### src/hdl/rgtu_pkg.sv
`default_nettype none
// ----------------------------------------------------------------------------
// rgtu_pkg
// Shared types and constants of the race gate timing unit: payload structs,
// event and phase codes, register indexes and the controller interface.
// ----------------------------------------------------------------------------
package rgtu_pkg;

   localparam int TimeW  = 64;
   localparam int SpanW  = 32;
   localparam int TrackW = 16;
   localparam int CsrW   = 32;
   localparam int UsW    = 20;
   localparam int NumW   = TrackW + UsW;
   localparam int DivSteps = NumW;
   localparam int CntW   = $clog2(DivSteps);

   localparam logic [UsW-1:0] US_PER_S = UsW'(1000000);

   // Event codes carried in the mode field.
   localparam logic [2:0] MODE_ARM    = 3'd0;
   localparam logic [2:0] MODE_START  = 3'd1;
   localparam logic [2:0] MODE_OFFSET = 3'd2;
   localparam logic [2:0] MODE_FINISH = 3'd3;
   localparam logic [2:0] MODE_TICK   = 3'd4;

   // Race phases.
   localparam logic [1:0] PHASE_IDLE     = 2'd0;
   localparam logic [1:0] PHASE_ARMED    = 2'd1;
   localparam logic [1:0] PHASE_RACING   = 2'd2;
   localparam logic [1:0] PHASE_FINISHED = 2'd3;

   // Register indexes.
   localparam logic [1:0] CSR_TRACK_LENGTH = 2'd0;
   localparam logic [1:0] CSR_MAX_RACE     = 2'd1;
   localparam logic [1:0] CSR_RESET_DELAY  = 2'd2;

   localparam logic [TrackW-1:0] TRACK_RESET = TrackW'(10000);
   localparam logic [SpanW-1:0]  MAX_RESET   = SpanW'(60000000);
   localparam logic [SpanW-1:0]  DELAY_RESET = SpanW'(5000000);

   typedef struct packed {
      logic [2:0]       mode;
      logic [TimeW-1:0] peer_time_us;
      logic [TimeW-1:0] local_time_us;
   } req_type;

   typedef struct packed {
      logic [1:0]       race_phase;
      logic             result_valid;
      logic [SpanW-1:0] race_time_us;
      logic             timing_error;
      logic [SpanW-1:0] speed_mm_per_s;
   } rsp_type;

   typedef struct packed {
      logic load;
      logic exec;
      logic check;
      logic mult;
      logic div_step;
      logic emit;
   } cmd_type;

   typedef struct packed {
      logic need_check;
      logic fin;
      logic err;
      logic div_last;
   } sts_type;

endpackage
`default_nettype wire

### src/hdl/rgtu_ctrl.sv
`default_nettype none
// ----------------------------------------------------------------------------
// rgtu_ctrl
// Sequencer of the timing unit: accepts one event, steps the datapath through
// update and, as needed, a time check, numerator product and serial division, then emits.
// ----------------------------------------------------------------------------
module rgtu_ctrl (
   input  wire logic             clock,
   input  wire logic             reset,
   input  wire logic             req_valid,
   output logic                  req_ready,
   output logic                  rsp_valid,
   input  wire logic             rsp_ready,
   input  wire rgtu_pkg::sts_type sts,
   output rgtu_pkg::cmd_type      cmd
);
   import rgtu_pkg::*;

   typedef enum logic [5:0] {
      ST_IDLE  = 6'b000001,
      ST_EXEC  = 6'b000010,
      ST_CHECK = 6'b000100,
      ST_MULT  = 6'b001000,
      ST_DIV   = 6'b010000,
      ST_EMIT  = 6'b100000
   } state_type;

   state_type state_ff, state_in;
   logic      rsp_valid_ff, rsp_valid_in;
   logic      emit_go;

   assign emit_go   = (state_ff == ST_EMIT) && (!rsp_valid_ff || rsp_ready);
   assign req_ready = (state_ff == ST_IDLE);
   assign rsp_valid = rsp_valid_ff;

   always_comb begin
      state_in = state_ff;
      cmd      = '0;
      case (state_ff)
         ST_IDLE: begin
            cmd.load = req_valid;
            if (req_valid) state_in = ST_EXEC;
         end
         ST_EXEC: begin
            cmd.exec = 1'b1;
            state_in = sts.need_check ? ST_CHECK : ST_EMIT;
         end
         ST_CHECK: begin
            cmd.check = 1'b1;
            state_in  = (sts.fin && !sts.err) ? ST_MULT : ST_EMIT;
         end
         ST_MULT: begin
            cmd.mult = 1'b1;
            state_in = ST_DIV;
         end
         ST_DIV: begin
            cmd.div_step = 1'b1;
            if (sts.div_last) state_in = ST_EMIT;
         end
         ST_EMIT: begin
            cmd.emit = emit_go;
            if (emit_go) state_in = ST_IDLE;
         end
         default: begin
            state_in = ST_IDLE;
         end
      endcase
   end

   always_comb begin
      rsp_valid_in = rsp_valid_ff;
      if (rsp_ready) rsp_valid_in = 1'b0;
      if (emit_go) rsp_valid_in = 1'b1;
   end

   always_ff @(posedge clock) begin
      if (reset) begin
         state_ff     <= ST_IDLE;
         rsp_valid_ff <= 1'b0;
      end else begin
         state_ff     <= state_in;
         rsp_valid_ff <= rsp_valid_in;
      end
   end

   // An accepted event always enters the update step next.
   a_accept_exec: assert property (@(posedge clock) disable iff (reset)
      (state_ff == ST_IDLE && req_valid) |=> (state_ff == ST_EXEC))
      else $error("accepted event did not enter update step");

   // The last division step leads straight to the emit step.
   a_div_end: assert property (@(posedge clock) disable iff (reset)
      (state_ff == ST_DIV && sts.div_last) |=> (state_ff == ST_EMIT))
      else $error("division did not end in emit");

   // A full, stalled output register holds the controller in emit.
   a_emit_wait: assert property (@(posedge clock) disable iff (reset)
      (state_ff == ST_EMIT && rsp_valid_ff && !rsp_ready) |=> (state_ff == ST_EMIT))
      else $error("emit overwrote a pending result");

   // An emit leaves a valid result and a ready input side.
   a_emit_done: assert property (@(posedge clock) disable iff (reset)
      emit_go |=> (rsp_valid_ff && state_ff == ST_IDLE))
      else $error("emit did not present a result");

endmodule
`default_nettype wire

### src/hdl/rgtu_dp.sv
`default_nettype none
// ----------------------------------------------------------------------------
// rgtu_dp
// Datapath of the timing unit: race state, configuration registers, the
// elapsed-time checks, the numerator product and a radix-2 restoring divider.
// ----------------------------------------------------------------------------
module rgtu_dp (
   input  wire logic                         clock,
   input  wire logic                         reset,
   input  wire rgtu_pkg::req_type            req_data,
   output rgtu_pkg::rsp_type                 rsp_data,
   input  wire logic                         csr_we,
   input  wire logic [1:0]                   csr_index,
   input  wire logic [rgtu_pkg::CsrW-1:0]    csr_wdata,
   input  wire rgtu_pkg::cmd_type            cmd,
   output rgtu_pkg::sts_type                 sts
);
   import rgtu_pkg::*;

   // Race state and configuration, reset to defined values.
   logic [1:0]        phase_ff, phase_in;
   logic [TimeW-1:0]  start_ff, start_in;
   logic [TimeW-1:0]  finish_ff, finish_in;
   logic [TimeW-1:0]  offset_ff, offset_in;
   logic              await_ff, await_in;
   logic              fin_ff, fin_in;
   logic              err_ff, err_in;
   logic [CntW-1:0]   cnt_ff, cnt_in;
   logic [TrackW-1:0] track_ff, track_in;
   logic [SpanW-1:0]  max_ff, max_in;
   logic [SpanW-1:0]  delay_ff, delay_in;

   // Working registers.
   req_type           req_ff;
   rsp_type           rsp_ff, rsp_in;
   logic [TimeW-1:0]  diff_ff, diff_in;
   logic [SpanW-1:0]  rem_ff, rem_in;
   logic [NumW-1:0]   quo_ff, quo_in;

   logic              is_finish, is_tick, fin_hit, tick_hit, range_err, ok;
   logic [SpanW+1:0]  trial;
   logic [SpanW:0]    shifted;
   logic [SpanW-1:0]  speed_sat;

   assign is_finish = (req_ff.mode == MODE_FINISH);
   assign is_tick   = (req_ff.mode == MODE_TICK);
   assign fin_hit   = is_finish && (phase_ff == PHASE_RACING);
   assign tick_hit  = is_tick && await_ff;
   assign range_err = (diff_ff == '0) || diff_ff[TimeW-1]
                      || (diff_ff > {{(TimeW-SpanW){1'b0}}, max_ff});

   assign shifted = {rem_ff, quo_ff[NumW-1]};
   assign trial   = {1'b0, shifted} - {2'b00, diff_ff[SpanW-1:0]};
   assign speed_sat = (|quo_ff[NumW-1:SpanW]) ? '1 : quo_ff[SpanW-1:0];
   assign ok      = fin_ff && !err_ff;

   assign sts.need_check = fin_hit || tick_hit;
   assign sts.fin        = fin_ff;
   assign sts.err        = range_err;
   assign sts.div_last   = (cnt_ff == CntW'(DivSteps - 1));

   assign rsp_data = rsp_ff;

   always_comb begin
      phase_in  = phase_ff;
      start_in  = start_ff;
      finish_in = finish_ff;
      offset_in = offset_ff;
      await_in  = await_ff;
      fin_in    = fin_ff;
      err_in    = err_ff;
      cnt_in    = cnt_ff;
      track_in  = track_ff;
      max_in    = max_ff;
      delay_in  = delay_ff;
      diff_in   = diff_ff;
      rem_in    = rem_ff;
      quo_in    = quo_ff;
      rsp_in    = rsp_ff;

      if (csr_we) begin
         case (csr_index)
            CSR_TRACK_LENGTH: track_in = csr_wdata[TrackW-1:0];
            CSR_MAX_RACE:     max_in   = csr_wdata[SpanW-1:0];
            CSR_RESET_DELAY:  delay_in = csr_wdata[SpanW-1:0];
            default: begin
            end
         endcase
      end

      if (cmd.exec) begin
         fin_in  = fin_hit;
         err_in  = 1'b0;
         diff_in = req_ff.local_time_us - (is_finish ? start_ff : finish_ff);
         case (req_ff.mode)
            MODE_ARM: begin
               if (phase_ff == PHASE_IDLE) phase_in = PHASE_ARMED;
            end
            MODE_START: begin
               if (phase_ff == PHASE_ARMED) begin
                  start_in = req_ff.peer_time_us - offset_ff;
                  phase_in = PHASE_RACING;
               end
            end
            MODE_OFFSET: begin
               offset_in = req_ff.peer_time_us - req_ff.local_time_us;
            end
            MODE_FINISH: begin
               if (fin_hit) begin
                  finish_in = req_ff.local_time_us;
                  phase_in  = PHASE_FINISHED;
                  await_in  = 1'b1;
               end
            end
            default: begin
            end
         endcase
      end

      if (cmd.check) begin
         if (fin_ff) begin
            err_in = range_err;
         end else if (diff_ff > {{(TimeW-SpanW){1'b0}}, delay_ff}) begin
            await_in  = 1'b0;
            phase_in  = PHASE_IDLE;
            start_in  = '0;
            finish_in = '0;
         end
      end

      if (cmd.mult) begin
         quo_in = NumW'(track_ff) * NumW'(US_PER_S);
         rem_in = '0;
         cnt_in = '0;
      end

      if (cmd.div_step) begin
         if (trial[SpanW+1]) begin
            rem_in = shifted[SpanW-1:0];
         end else begin
            rem_in = trial[SpanW-1:0];
         end
         quo_in = {quo_ff[NumW-2:0], ~trial[SpanW+1]};
         cnt_in = cnt_ff + CntW'(1);
      end

      if (cmd.emit) begin
         rsp_in.race_phase     = phase_ff;
         rsp_in.result_valid   = fin_ff;
         rsp_in.race_time_us   = ok ? diff_ff[SpanW-1:0] : '0;
         rsp_in.timing_error   = fin_ff && err_ff;
         rsp_in.speed_mm_per_s = ok ? speed_sat : '0;
      end
   end

   always_ff @(posedge clock) begin
      if (reset) begin
         phase_ff  <= PHASE_IDLE;
         start_ff  <= '0;
         finish_ff <= '0;
         offset_ff <= '0;
         await_ff  <= 1'b0;
         fin_ff    <= 1'b0;
         err_ff    <= 1'b0;
         cnt_ff    <= '0;
         track_ff  <= TRACK_RESET;
         max_ff    <= MAX_RESET;
         delay_ff  <= DELAY_RESET;
      end else begin
         phase_ff  <= phase_in;
         start_ff  <= start_in;
         finish_ff <= finish_in;
         offset_ff <= offset_in;
         await_ff  <= await_in;
         fin_ff    <= fin_in;
         err_ff    <= err_in;
         cnt_ff    <= cnt_in;
         track_ff  <= track_in;
         max_ff    <= max_in;
         delay_ff  <= delay_in;
      end
   end

   always_ff @(posedge clock) begin
      if (cmd.load) req_ff <= req_data;
      diff_ff <= diff_in;
      rem_ff  <= rem_in;
      quo_ff  <= quo_in;
      rsp_ff  <= rsp_in;
   end

   // The wait for the reset delay exists exactly while a race is finished.
   a_await_phase: assert property (@(posedge clock) disable iff (reset)
      await_ff == (phase_ff == PHASE_FINISHED))
      else $error("awaiting flag out of step with phase");

endmodule
`default_nettype wire

### src/hdl/race_gate_timing_unit_top.sv
`default_nettype none
// ----------------------------------------------------------------------------
// race_gate_timing_unit_top
// Finish-gate race timer that works across the start gate's clock and the
// local clock, reporting elapsed time and average speed.
// ----------------------------------------------------------------------------
// Usage:
// Each event (arm, start message, offset reply, finish edge, tick) is one
// transfer on the req_ channel; each event gives exactly one transfer on the
// rsp_ channel carrying the phase after the event and, for the finish edge
// that ends a race, the elapsed time, error flag and speed.
// Most events pass the update step, then emit; a tick while a finished race
// waits adds the reset-delay check, and a race-ending finish edge adds the
// range check and, if in range, the numerator product and a 36-step radix-2
// divider that forms the speed one quotient bit per cycle. One event is worked
// on at a time; req_ready is high only while the unit is between events.
// The result sits in an output register: a stalled receiver does not block
// the next input transfer, but the unit holds in its emit step until that
// register is free. A synchronous reset clears the race state to idle, the
// clock offset to zero and the registers to their defaults. Configuration
// writes through csr_ are taken in any cycle and are meant for idle periods.
// ----------------------------------------------------------------------------
module race_gate_timing_unit_top (
   input  wire logic                      clock,
   input  wire logic                      reset,
   input  wire logic                      req_valid,
   output logic                           req_ready,
   input  wire rgtu_pkg::req_type         req_data,
   output logic                           rsp_valid,
   input  wire logic                      rsp_ready,
   output rgtu_pkg::rsp_type              rsp_data,
   input  wire logic                      csr_we,
   input  wire logic [1:0]                csr_index,
   input  wire logic [rgtu_pkg::CsrW-1:0] csr_wdata
);
   import rgtu_pkg::*;

   // Commands from the sequencer and status back from the datapath.
   cmd_type cmd;
   sts_type sts;

   // The sequencer owns the handshakes and the output-register valid flag.
   rgtu_ctrl u_ctrl (
      .clock     (clock),
      .reset     (reset),
      .req_valid (req_valid),
      .req_ready (req_ready),
      .rsp_valid (rsp_valid),
      .rsp_ready (rsp_ready),
      .sts       (sts),
      .cmd       (cmd)
   );

   // The datapath holds the race state, registers, divider and result payload.
   rgtu_dp u_dp (
      .clock     (clock),
      .reset     (reset),
      .req_data  (req_data),
      .rsp_data  (rsp_data),
      .csr_we    (csr_we),
      .csr_index (csr_index),
      .csr_wdata (csr_wdata),
      .cmd       (cmd),
      .sts       (sts)
   );

endmodule
`default_nettype wire
### config.mk
export PLATFORM = sky130hd
export DESIGN_NAME = race_gate_timing_unit_top
export DESIGN_NICKNAME = d
export VERILOG_FILES = /design/src/hdl/rgtu_pkg.sv /design/src/hdl/rgtu_ctrl.sv /design/src/hdl/rgtu_dp.sv /design/src/hdl/race_gate_timing_unit_top.sv
export SDC_FILE = /design/constraint.sdc
export NUM_CORES = 2
export LEC_CHECK = 0
export BUFFER_PORTS_ARGS = -buffer_cell sky130_fd_sc_hd__buf_2
export CORE_MARGIN = 3
export CORE_UTILIZATION = 52
export CTS_CLUSTER_SIZE = 40
export DETAILED_ROUTE_END_ITERATION = 8
export GPL_TIMING_DRIVEN = 0
export PLACE_DENSITY = 0.82
export SLEW_MARGIN = 0
export SYNTH_ARGS = -nofsm -noshare
export SYNTH_HDL_FRONTEND = slang
export SYNTH_SLANG_ARGS = --single-unit
### constraint.sdc
create_clock -name clock -period 5.4 [get_ports clock]
set_input_delay 0.81 -clock clock [delete_from_list [all_inputs] [get_ports clock]]
set_output_delay 0.81 -clock clock [all_outputs]
set_load 0.02 [all_outputs]
Yosys cells after proc, flatten, opt, wreduce, memory -nomap -nowiden. Index checks and enable logic that the tools add are counted.

$add $sub $neg: 5. Multiply operators: 1. $lt $le $gt $ge: 2. Equality and inequality tests: 18. Muxes and demuxes: 52. Bitwise operators: 1. Reductions and logical operators: 25.

Operators by type and width (count): 64-bit 2-to-1 mux (13); 64-bit subtractor (3); 64-bit by 32-bit greater-than comparator with 1-bit output (2); 32-bit 2-to-1 mux (4); 36-bit 2-to-1 mux (2); 64-bit logical NOT (1); 6-bit 2-to-1 mux (7); 6-bit case mux with 6 select lines (1); 33-bit by 32-bit subtractor with 34-bit output (1); 16-bit by 14-bit multiplier with 30-bit output, second input constant (1); 1-bit 2-to-1 mux (17); 2-bit 2-to-1 mux (7); 6-bit equality test, second input constant (2); 2-bit AND reduction (4); 6-bit by 1-bit adder with 6-bit output, second input constant (1); 3-bit by 2-bit equality test with 1-bit output, second input constant (2); 6-bit by 1-bit equality test with 1-bit output, second input constant (1); 6-bit by 2-bit equality test with 1-bit output, second input constant (1); 6-bit by 3-bit equality test with 1-bit output, second input constant (1); 6-bit by 4-bit equality test with 1-bit output, second input constant (1); 6-bit by 5-bit equality test with 1-bit output, second input constant (1); 1-bit logical AND (6); 2-bit case mux with 3 select lines (1); 2-bit by 1-bit equality test with 1-bit output, second input constant (2); 13 further kinds (22).

Flip-flop bits (word level): 621. Output and inout bits: 70.

Logic depth before layout (Yosys ltp).
Word-level depth: 8. Gate-level depth with buffers: 22. Gate-level depth less buffers: 22.

Modules after synthesis. From an unflattened synthesis, not the netlist that was laid out.

Cell total of the unflattened synthesis: 4532. Area total of the unflattened synthesis: 40527.6 µm².

Modules (own cells, without submodules): rgtu_dp (instances 1, cells an instance 4479, area an instance 40059.7 µm², seq. area each 15605.0 µm²); rgtu_ctrl (instances 1, cells an instance 53, area an instance 467.9 µm², seq. area each 140.1 µm²).

Worst setup path after synthesis. No wires, ideal clock.

Path type: flip-flop to flip-flop. From: reg u_dp.track_ff[1]. To: reg u_dp.quo_ff[33] (data pin). Arrival time: 5.195 ns. Data required time: 5.131 ns. Path slack: -0.064 ns. Cell stages (with the launch flop): 22. Cell sequence: dfxtp_1 -> inv_1 -> fa_1 -> inv_1 -> fa_1 -> fa_1 -> fa_1 -> ha_1 -> inv_1 -> fa_1 -> inv_1 -> ha_1 -> a21o_1 -> a21oi_1 -> nor2_1 -> a41oi_1 -> o31a_1 -> a31oi_1 -> a31o_2 -> a21oi_1 -> xor2_1 -> o21ai_0.

Longest elaborated chain between the ends: 3.

Ends and longest elaborated chain: start, declared (RTL line rgtu_dp.sv:29) `logic [TrackW-1:0] track_ff, track_in;`; start signal, assigned (RTL line rgtu_dp.sv:178) `track_ff <= track_in;`; 16-bit by 14-bit multiplier with 30-bit output (RTL line rgtu_dp.sv:132) `quo_in = NumW'(track_ff) * NumW'(US_PER_S);`; 36-bit 2-to-1 mux (RTL line rgtu_dp.sv:131) `if (cmd.mult) begin`; 36-bit 2-to-1 mux (RTL line rgtu_dp.sv:137) `if (cmd.div_step) begin`; net u_dp.quo_in[33] (RTL line rgtu_dp.sv:38) `logic [NumW-1:0] quo_ff, quo_in;`; end signal, assigned (RTL line rgtu_dp.sv:188) `quo_ff <= quo_in;`; end, declared (RTL line rgtu_dp.sv:38).

The timed path passes the listed nets, and every way through them passes these cells. The select of a mux whose other input is x is not followed. A chain may end at the register's enable or synchronous reset.

Worst setup path in the final report. Same ends and word-level chain as after synthesis.

==> qor.yml <==
run_status:
  status: "finished, violations left"
  violations: "negative setup slack"
sta:
  fin_worst_skew_ns: 0.0309
  tightest_slew_ns: 1.24
  finalWorstSetupSlack_ns: -0.140
  timing.fmax_mhz: 180
  rsz0062_at_grt: "true"
  fin_crit_sh_pct: 103
  finalSetupViolCount: 4
  final_hold_viol_count: 0
  slew_violations: 0
  fin_crit_ns: 5.54
  slew_headroom_pct: 16.7
logic_synthesis:
  synth_flop_cell: "edfxtp_1"
  synth.distinct_cells: 88
  yosysMostFrequentCell: "nand2_1"
  synth_top_area_cell: "edfxtp_1"
  synth-async-reset-ratio_pct: 0
  netlist_instances: 4454
  ys_top_cells_by_area: "edfxtp_1 (25%), dfxtp_1 (15%), ha_1 (12%)"
  synth_top_cell_area_share_pct: 25.0
  synth-edff-count: 331
  ys_warn_count: 0
  syn-cell-area_um2: 39800
  avgSynthCellArea_um2: 8.94
  ys_seq_area_share_pct: 39.5
  synth_commonest_cells: "nand2_1 (639), a21oi_1 (528), ha_1 (391), inv_1 (387), edfxtp_1 (331)"
  syn_nets: 5074
  synth_seq_cells: 621
critical_path:
  cp_common_cell: "fa_1"
  worst_setup_path_start_kind: "flop"
  critPathMaxStageDelay_ns: 0.55
  worstPathArrival_ns: 5.87
  criticalPathCategory: "flop to flop"
  r2r_start: "u_dp.track_ff[1]"
  cp-end-kind: "flop"
  required_ns: 5.73
  path_cells: "inv_4 -> fa_1 -> inv_2 -> fa_1 -> fa_1 -> fa_1 -> ha_1 -> inv_2 -> fa_1 -> inv_2 -> ha_4 -> a21o_1 -> a21oi_2 -> nor2_1 -> a41oi_1 -> o31a_1 -> a31oi_2 -> a31o_2 -> a21oi_2 -> xor2_1 -> o21ai_1"
  path_max_fanout: 6
  slowest_stage: "fa_1"
  startpoint: "u_dp.track_ff[1]"
routing:
  drc: 0
  wl_um: 111000
  ant_nets: 0
  avgViaCountPerCell: 5.73
  avgRoutedWirePerCell_um: 18.9
  first_pass_iters: 6
  drtIter0Drc: 2664
  via_count: 33600
die:
  die_h_um: 283
  die_w_um: 283
  initial_core_util_pct: 53.0
  rows: 100
  coreArea_um2: 75200
  num_io_pins: 240
  dieArea_um2: 79900
hold_path:
  worstHoldPathType: "input port to flop"
  min-delay-start: "req_data[3]"
placement:
  post-place-ws_ns: -0.560
  dp_hpwl_um: 86300
  gp_congestion: 0.954
  portBuffers: 238
power:
  leakagePower_uw: 0.0185
  vdd_drop_max_mv: 0.303
  power_uw: 14400
  power_density_nw_per_um2: 319
clock_network:
  cts_tree: "done"
  clock_path_buffers: 3
  cts.sink_count: 621
  cts_hold_buf: 0
  clock_tree.htree_level_count: 3
  path_clk_slew_ns: 0.06
  cts_buffers: 69
  clk_latency_ns: 0.63
  cts-root-buf: "clkbuf_16"
flow_run:
  cap_violations: 0
layout:
  finalNetCount: 5409
  drive_above_1_share_pct: 9.78
  area_growth_pct: 13.1
grt:
  grt_pass1_wl_um: 169000
  antenna_found_initial: 6
  grt_max_degree: 78
  grt.total_usage_pct: 26.9
  overflow: 0
  first_global_vias: 32100
==> per-stage QoR <==
step	util, %	TNS (ns)	cell area [µm²]	hold slack [ns]	std cells
final	59.9	-0.281	45100	0.361	5869
after detailed placement	56.4	-5.24	42400	0.444	5718
after global routing	59.9	-1.37	45100	0.346	5866
after CTS	59.6	0	44800	0.333	5850
after floorplan	-	0	39800	0.425	4454
after global placement	56.2	-114.55	42300	0.440	5712
==> cell type report <==
class	count	area (µm²)
Inverter	388	1470
Timing Repair Buffer	264	1460
Antenna cell	4	10.0
Fill cell	6279	30100
Sequential cell	621	15800
Buffer	182	716
Tap cell	1020	1280
Multi-Input combinational cell	3263	22100
Clock inverter	38	319
Clock buffer	89	1910
==> cells by family after synthesis <==
logic type | after synthesis | synth area share (%)
AO/OA/AOI/OAI | 1156 | 17.9
AND/OR/NAND/NOR | 1364 | 15.2
buffers and inverters | 570 | 5.44
flip-flops | 621 | 39.5
adder cells (fa/ha/maj) | 450 | 15.2
XOR/XNOR | 224 | 4.93
multiplexers | 69 | 1.74
==> worst paths after layout <==
| check | end | slack, ns | cells past startpoint |
|---|---|---|---|
| max | u_dp.quo_ff[33] | -0.14 | 21 |
| min | u_dp.req_ff[3] | 0.36 | 1 |
| max reg2reg | u_dp.quo_ff[33] | -0.14 | 21 |
| min reg2reg | u_dp.offset_ff[32] | 0.45 | 2 |
==> flip-flops by register name (all words and copies together), names as in the netlist <==
signal and count:
u_dp.track_ff 16, u_dp.max_ff 32, u_dp.req_ff 131, u_dp.await_ff 1, u_dp.diff_ff 64, u_dp.delay_ff 32
u_dp.fin_ff 1, u_ctrl.rsp_valid 1, u_dp.cnt_ff 6, u_dp.finish_ff 64, u_dp.phase_ff 2, u_dp.rsp_data 68
u_ctrl.state_ff 6, u_dp.err_ff 1, u_dp.start_ff 64, u_dp.quo_ff 36, u_dp.offset_ff 64, u_dp.rem_ff 32
==> routing by layer <==
layer | GRT usage (%) | vias up | wire length (µm)
li1 | - | 16400 | -
met1 | 34.8 | 15600 | 46400
met2 | 44.7 | 1282 | 51200
met3 | 4.19 | 293 | 7790
met4 | 12.1 | 6 | 5250
met5 | 0 | - | 37
==> placed cells by master, fill, tap and decap left out, types with 22 or more instances in the layout <==
| cell | count |
|---|---|
| nand4_1 | 70 |
| xor2_1 | 93 |
| nand3_1 | 63 |
| nor2b_1 | 28 |
| o211ai_1 | 45 |
| dfxtp_1 | 279 |
| a211oi_1 | 25 |
| buf_2 | 239 |
| fa_1 | 59 |
| and2_1 | 22 |
| nor4_1 | 36 |
| nand2b_1 | 39 |
| ha_1 | 381 |
| clkbuf_1 | 174 |
| xnor2_1 | 131 |
| a21o_1 | 144 |
| nor3_1 | 41 |
| inv_1 | 372 |
| a31oi_1 | 32 |
| a21oi_1 | 524 |
| clkbuf_16 | 71 |
| buf_4 | 22 |
| nor2_1 | 329 |
| o21ai_0 | 147 |
| mux2i_1 | 68 |
| nand2_1 | 639 |
| o21bai_1 | 37 |
| o21a_1 | 24 |
| edfxtp_1 | 331 |
==> worst max-delay path: cells and delay by family, from the launching register on <==
family	cells	cell delay [ns]
XOR/XNOR	1	0.16
AND/OR/NAND/NOR	1	0.07
AO/OA/AOI/OAI	8	1.38
buffers and inverters	4	0.18
flip-flops	1	0.41
adder cells (fa/ha/maj)	7	3.03
==> report_power, final <==
group	switching [µW]	internal, µW	total, µW
sequential	226	5280	5500
clock	1990	2670	4660
combinational	2470	1750	4220
==> timing repair <==
item | in CTS | in global routing
gates resized for setup | 34 | 41
pin swaps | 14 | 18
buffers inserted | 5 | 15
hold endpoints to repair | 0 | 0
setup endpoints to repair | 24 | 20
cloned | 0 | 0
Power figures use the tool's default switching activity.
